<file path="config.mk">
export PLATFORM = sky130hd
export DESIGN_NAME = afm_ctrl
export DESIGN_NICKNAME = d
export VERILOG_FILES = /design/src/hdl/afm_pkg.sv /design/src/hdl/afm_ctrl.sv
export SDC_FILE = /design/constraint.sdc
export NUM_CORES = 1
export LEC_CHECK = 0
export ABC_AREA = 1
export BUFFER_PORTS_ARGS = -buffer_cell sky130_fd_sc_hd__buf_2
export CAP_MARGIN = 0
export CORE_AREA = 10 10 47 49
export CTS_CLUSTER_DIAMETER = 150
export DETAILED_ROUTE_END_ITERATION = 12
export DIE_AREA = 0 0 57 59
export PLACE_DENSITY = 0.44
export SYNTH_ARGS = -nofsm -noshare
export SYNTH_HDL_FRONTEND = slang
export SYNTH_SLANG_ARGS = --single-unit
</file>
<file path="constraint.sdc">
create_clock -name clk_i -period 0.9 [get_ports clk_i]
set_input_delay 0.09 -clock clk_i [delete_from_list [all_inputs] [get_ports clk_i]]
set_output_delay 0.09 -clock clk_i [all_outputs]
set_load 0.1 [all_outputs]
</file>
<file path="src/hdl/afm_pkg.sv">
// Package for the adaptive frequency meter: word types, register indexes,
// controller states, command bundle and the reciprocal table of the divider.
// Depends on nothing; every other file of the block uses it.
`timescale 1ns / 1ps
`default_nettype none

package afm_pkg;

  localparam int unsigned WINDOW_LOG2_DEF = 4;
  localparam int unsigned CFG_IDX_W       = 3;
  localparam int unsigned CFG_DATA_W      = 33;

  localparam logic [31:0] LOW_DELTA  = 32'd4000;
  localparam logic [31:0] HIGH_DELTA = 32'd40000;

  // Configuration register indexes.
  typedef enum logic [CFG_IDX_W-1:0] {
    REG_PROBE_ROLLOVER = 3'd0,
    REG_PROBE_PRESCALE = 3'd1,
    REG_REF_ROLLOVER   = 3'd2,
    REG_REF_PRESCALE   = 3'd3,
    REG_INTERVAL_MAX   = 3'd4,
    REG_ADJUST_DIS     = 3'd5,
    REG_TICKS_PER_SEC  = 3'd6
  } cfg_reg_e;

  typedef enum logic [2:0] {
    ST_IDLE,
    ST_SUM,
    ST_MUL1,
    ST_MUL2,
    ST_DIV1,
    ST_DIV2
  } afm_state_e;

  typedef struct packed {
    logic [31:0] probe_count;
    logic [27:0] ref_count;
  } in_word_t;

  typedef struct packed {
    logic [31:0] probe_delta;
    logic [27:0] probe_freq;
    logic [27:0] ref_hz;
    logic [3:0]  interval_now;
  } out_word_t;

  // One strobe per datapath step.
  typedef struct packed {
    logic ld_in;
    logic upd_sum;
    logic mul1;
    logic mul2;
    logic div1;
    logic div2;
  } afm_cmd_t;

  // floor(2^32 / d) for the interval d; entries 0 and 1 are never used
  // because no division takes place for an interval of one.
  localparam logic [31:0] RECIP_TBL [16] = '{
    32'd0,          32'd0,          32'd2147483648, 32'd1431655765,
    32'd1073741824, 32'd858993459,  32'd715827882,  32'd613566756,
    32'd536870912,  32'd477218588,  32'd429496729,  32'd390451572,
    32'd357913941,  32'd330382099,  32'd306783378,  32'd286331153
  };

endpackage

`default_nettype wire

</file>
<file path="src/hdl/afm_ctrl.sv">
// Step sequencer of the adaptive frequency meter: walks one sample word
// through the datapath and owns both handshakes. Depends on afm_pkg.
`timescale 1ns / 1ps
`default_nettype none

module afm_ctrl (
  input  wire logic              clk_i,
  input  wire logic              rst_ni,
  input  wire logic              in_valid_i,
  output logic                   in_ready_o,
  output logic                   out_valid_o,
  input  wire logic              out_ready_i,
  output afm_pkg::afm_cmd_t      cmd_o
);
  import afm_pkg::*;

  afm_state_e state_q, state_d;
  logic       out_valid_q, out_valid_d;
  logic       out_free;

  // The result register can take a new word when it is empty or being drained.
  assign out_free = !out_valid_q || out_ready_i;

  always_comb begin
    state_d = state_q;
    unique case (state_q)
      ST_IDLE: if (in_valid_i) state_d = ST_SUM;
      ST_SUM:  state_d = ST_MUL1;
      ST_MUL1: state_d = ST_MUL2;
      ST_MUL2: state_d = ST_DIV1;
      ST_DIV1: state_d = ST_DIV2;
      ST_DIV2: if (out_free) state_d = ST_IDLE;
      default: state_d = ST_IDLE;
    endcase
  end

  always_comb begin
    cmd_o      = '0;
    in_ready_o = 1'b0;
    unique case (state_q)
      ST_IDLE: begin
        in_ready_o   = 1'b1;
        cmd_o.ld_in  = in_valid_i;
      end
      ST_SUM:  cmd_o.upd_sum = 1'b1;
      ST_MUL1: cmd_o.mul1    = 1'b1;
      ST_MUL2: cmd_o.mul2    = 1'b1;
      ST_DIV1: cmd_o.div1    = 1'b1;
      ST_DIV2: cmd_o.div2    = out_free;
      default: cmd_o = '0;
    endcase
  end

  always_comb begin
    if (cmd_o.div2) begin
      out_valid_d = 1'b1;
    end else if (out_ready_i) begin
      out_valid_d = 1'b0;
    end else begin
      out_valid_d = out_valid_q;
    end
  end

  always_ff @(posedge clk_i or negedge rst_ni) begin
    if (!rst_ni) begin
      state_q     <= ST_IDLE;
      out_valid_q <= 1'b0;
    end else begin
      state_q     <= state_d;
      out_valid_q <= out_valid_d;
    end
  end

  assign out_valid_o = out_valid_q;

endmodule

`default_nettype wire

</file>
Yosys cells after proc, flatten, opt, wreduce, memory -nomap -nowiden
Index checks and enable logic that the tools add are counted.
{ "word_totals": {"regBits": 4, "in_bits": 4, "elab_cells": 26} }
{ "classes": {"n_eq_ne": 7, "muxes": 12, "n_reduce_logical": 5} }
{ "ops": {"columns": ["op", "count"], "rows": [
  ["$pmux 3 s6", 1],
  ["$mux 1", 9],
  ["$eq 3x2->1 const B", 2],
  ["$eq 3x3->1 const B", 2],
  ["$mux 3", 2],
  ["$ne 2x2->1 const B", 2],
  ["$eq 3x1->1 const B", 1],
  ["$logic_not 3->1", 1],
  ["$reduce_and 2->1", 1],
  ["$reduce_bool 2->1", 1],
  ["$logic_not 1->1", 1],
  ["$logic_or 1x1->1", 1]
]} }

Longest topological paths before layout
{ "depth": {"ltp_word": 4, "depth_mapped": 5, "ltp_nobuf": 4} }

Least setup slack after synthesis
No wires, ideal clock.
{ "synth_path": {"path_type": "register to register", "start": "register state_q[1]", "end": "register state_q[2]", "arrival_time_ns": 1.988, "required_ns": 0.829, "slack_ns": -1.159, "stages_incl_launch_ff": 5, "n_path_buf": 0, "cell_sequence": "dfrtp_1 -> nand2_1 -> nor2_1 -> nor2_1 -> nand2_1"} }
{ "synth_between": {"elab_chain_len": 3, "word_cells_on_any_way": 10} }
{ "synth_lines": {"columns": ["element", "line", "source"], "rows": [
  ["from (decl)", "afm_ctrl.sv:17", "afm_state_e state_q, state_d;"],
  ["from (signal assigned)", "afm_ctrl.sv:69", "state_q <= state_d;"],
  ["$eq 3x3->1 / $logic_not 3->1 (equally long branches)", "afm_ctrl.sv:26", "unique case (state_q)"],
  ["$ne 2x2->1 (no line)", null, null],
  ["$reduce_and 2->1 (no line)", null, null]
]} }
Several ways; a longest one is shown, not always the timed one.
A chain may end at the register's enable or synchronous reset.

==> results.json <==
{
  "outcome": "finished, violations left",
  "violations": "setup timing",
  "ant_nets": 0,
  "cp_slowest_cell": "dfrtp_2",
  "io_pins": 12,
  "min_period_ps": 1340,
  "hold_path_class": "input port to flop",
  "synthesis.nets": 35,
  "grt_pass1_vias": 315,
  "timing.final.crit_share_pct": 149,
  "maxCapViolCount": 0,
  "synthCells": 31,
  "yosysSeqAreaShare_pct": 41.9,
  "drive_gt1_share_pct": 78.6,
  "cts_tree": "yes",
  "diodes": 0,
  "clkSinkCount": 4,
  "area_growth_syn_to_layout_pct": 161,
  "gp_congestion": 0.805,
  "die_w_microns": 57,
  "start_util_pct": 17.1,
  "grt_max_degree": 6,
  "vias_per_cell": 3.97,
  "clockBufferDepth": 2,
  "path_clk_slew_ps": 40,
  "critical_path_required_ps": 810,
  "cp-start-kind": "flop",
  "crit_arrival_ps": 1250,
  "coreArea_sq_mm": 0.00140,
  "grt_pass1_wl_mm": 1.35,
  "h-tree-depth": 1,
  "crit_type": "flop to output port",
  "synthTopCellsByArea": "dfrtp_1 (42%), nor3_2 (13%), nor2_1 (11%)",
  "tightestPinTransition_ps": 210,
  "routed_wl_microns": 761,
  "root_buffer": "clkbuf_4",
  "synth_area_sq_um": 239,
  "die-area_sq_mm": 0.00336,
  "cpPeakStageDelay_ps": 430,
  "rows": 14,
  "antenna_found_initial": 0,
  "wire_per_inst_microns": 10.6,
  "clk_latency_ps": 240,
  "synth.distinct_cells": 12,
  "slew-limit-headroom_pct": 85.9,
  "final_max_slew_viol_count": 0,
  "initialDrtViolationCount": 3,
  "rsz0062_at_grt": "yes",
  "route.detailed.drc": 0,
  "yosysTopAreaCell": "dfrtp_1",
  "num_vias": 286,
  "layout.nets": 62,
  "setup_viol": 11,
  "drtPass1Iterations": 4,
  "overflow": 0,
  "synth.avg_cell_area_sq_um": 7.71,
  "final_cell_mix": "buf_12 (8), buf_6 (6), buf_4 (5)",
  "final.setup.worst_slack_ps": -438,
  "die_y_microns": 59,
  "synth_warnings": 0,
  "place_area_sq_um": 534,
  "mostFrequentLayoutCell": "buf_12",
  "postLayoutCellArea_sq_um": 624,
  "fmax_mhz": 747,
  "grt_usage_pct": 5.38,
  "clock_skew_ps": 10.0,
  "yosysTopAreaCellShare_pct": 41.9,
  "end_kind": "output port",
  "crit_fanout": 5,
  "dpl.hpwl_microns": 591,
  "cts_buffers": 3,
  "hold_violations": 0,
  "crit_chain": "buf_6, nor3_4, buf_12",
  "portBuffers": 11,
  "synth_seq_cells": 4
}
[cells in the mapped netlist]
cell type  count
a21oi_1        1
buf_4          1
dfrtp_1        4
inv_1          4
inv_2          2
nand2_1        4
nand3_2        1
nor2_1         7
nor2_2         1
nor3_2         3
o21ai_0        2
or2_1          1
[area by class of cell]
type / instances / area (sq um)
inverter: 6 / 28.8
multi-input combinational: 20 / 155
tap: 16 / 20.0
clock buffer: 3 / 22.5
timing repair buffer: 23 / 290
sequential: 4 / 108
fill: 143 / 777
[through the flow]
| step | instances | utilization (%) | hold WS, ps | worst slack [ps] | TNS [ps] |
|---|---|---|---|---|---|
| floorplan | 31 | - | -206 | -676 | -4280 |
| global placement | 65 | 38.1 | -98.5 | -216 | -1610 |
| global route | 72 | 44.6 | 70.2 | -499 | -3780 |
| finish | 72 | 44.6 | 72.4 | -438 | -3200 |
| detailed placement | 65 | 38.1 | -99.2 | -239 | -1610 |
| CTS | 72 | 43.7 | 58.1 | -452 | -3310 |
[layer usage]
metal / GRT usage, % / routed length, microns / vias to the layer above
met2: 7.60 / 342 / 11
met4: 3.02 / 0 / 0
met5: 0 / 0 / -
li1: - / - / 145
met1: 4.69 / 287 / 130
met3: 5.79 / 132 / 0
[worst paths after layout]
kind | from | to | slack, ps | cells after the start
setup / recovery | state_q[0]$_DFFE_PN0P_ | cmd_o[1] | -440 | 3
max in group asynchronous | rst_ni | state_q[2]$_DFFE_PN0P_ | 580 | 2
hold reg to reg | out_valid_o$_DFFE_PN0P_ | out_valid_o$_DFFE_PN0P_ | 630 | 2
min in group asynchronous | rst_ni | out_valid_o$_DFFE_PN0P_ | 180 | 2
hold / removal | out_ready_i | out_valid_o$_DFFE_PN0P_ | 70 | 2
setup reg to reg | state_q[1]$_DFFE_PN0P_ | state_q[2]$_DFFE_PN0P_ | -120 | 5
[state kept, by name (all words and copies together) (netlist names)]
register,flops
state_q,3
out_valid_o,1
[logic make-up after synthesis]
logic type             share of synthesized area (%)
AOI/OAI and AO/OA                               6.28
buffers and inverters                           12.6
DFF                                             41.9
and+or+nand+nor                                 39.3
[critical path, delay by kind of cell, from the launching register on]
family,cells,cell delay (ps)
flops,1,430
buf+inv,2,340
simple gates,1,230
[timing repair]
action,4_1_cts,5_1_grt
hold buffers,1,0
endpoints found under the setup margin,11,12
pin swaps,4,3
hold endpoints to repair,4,0
resized for setup,7,4
buffers inserted,3,0
Power is not shown: default switching activity piles up to over one toggle a cycle in this logic, so the estimate is an artifact.
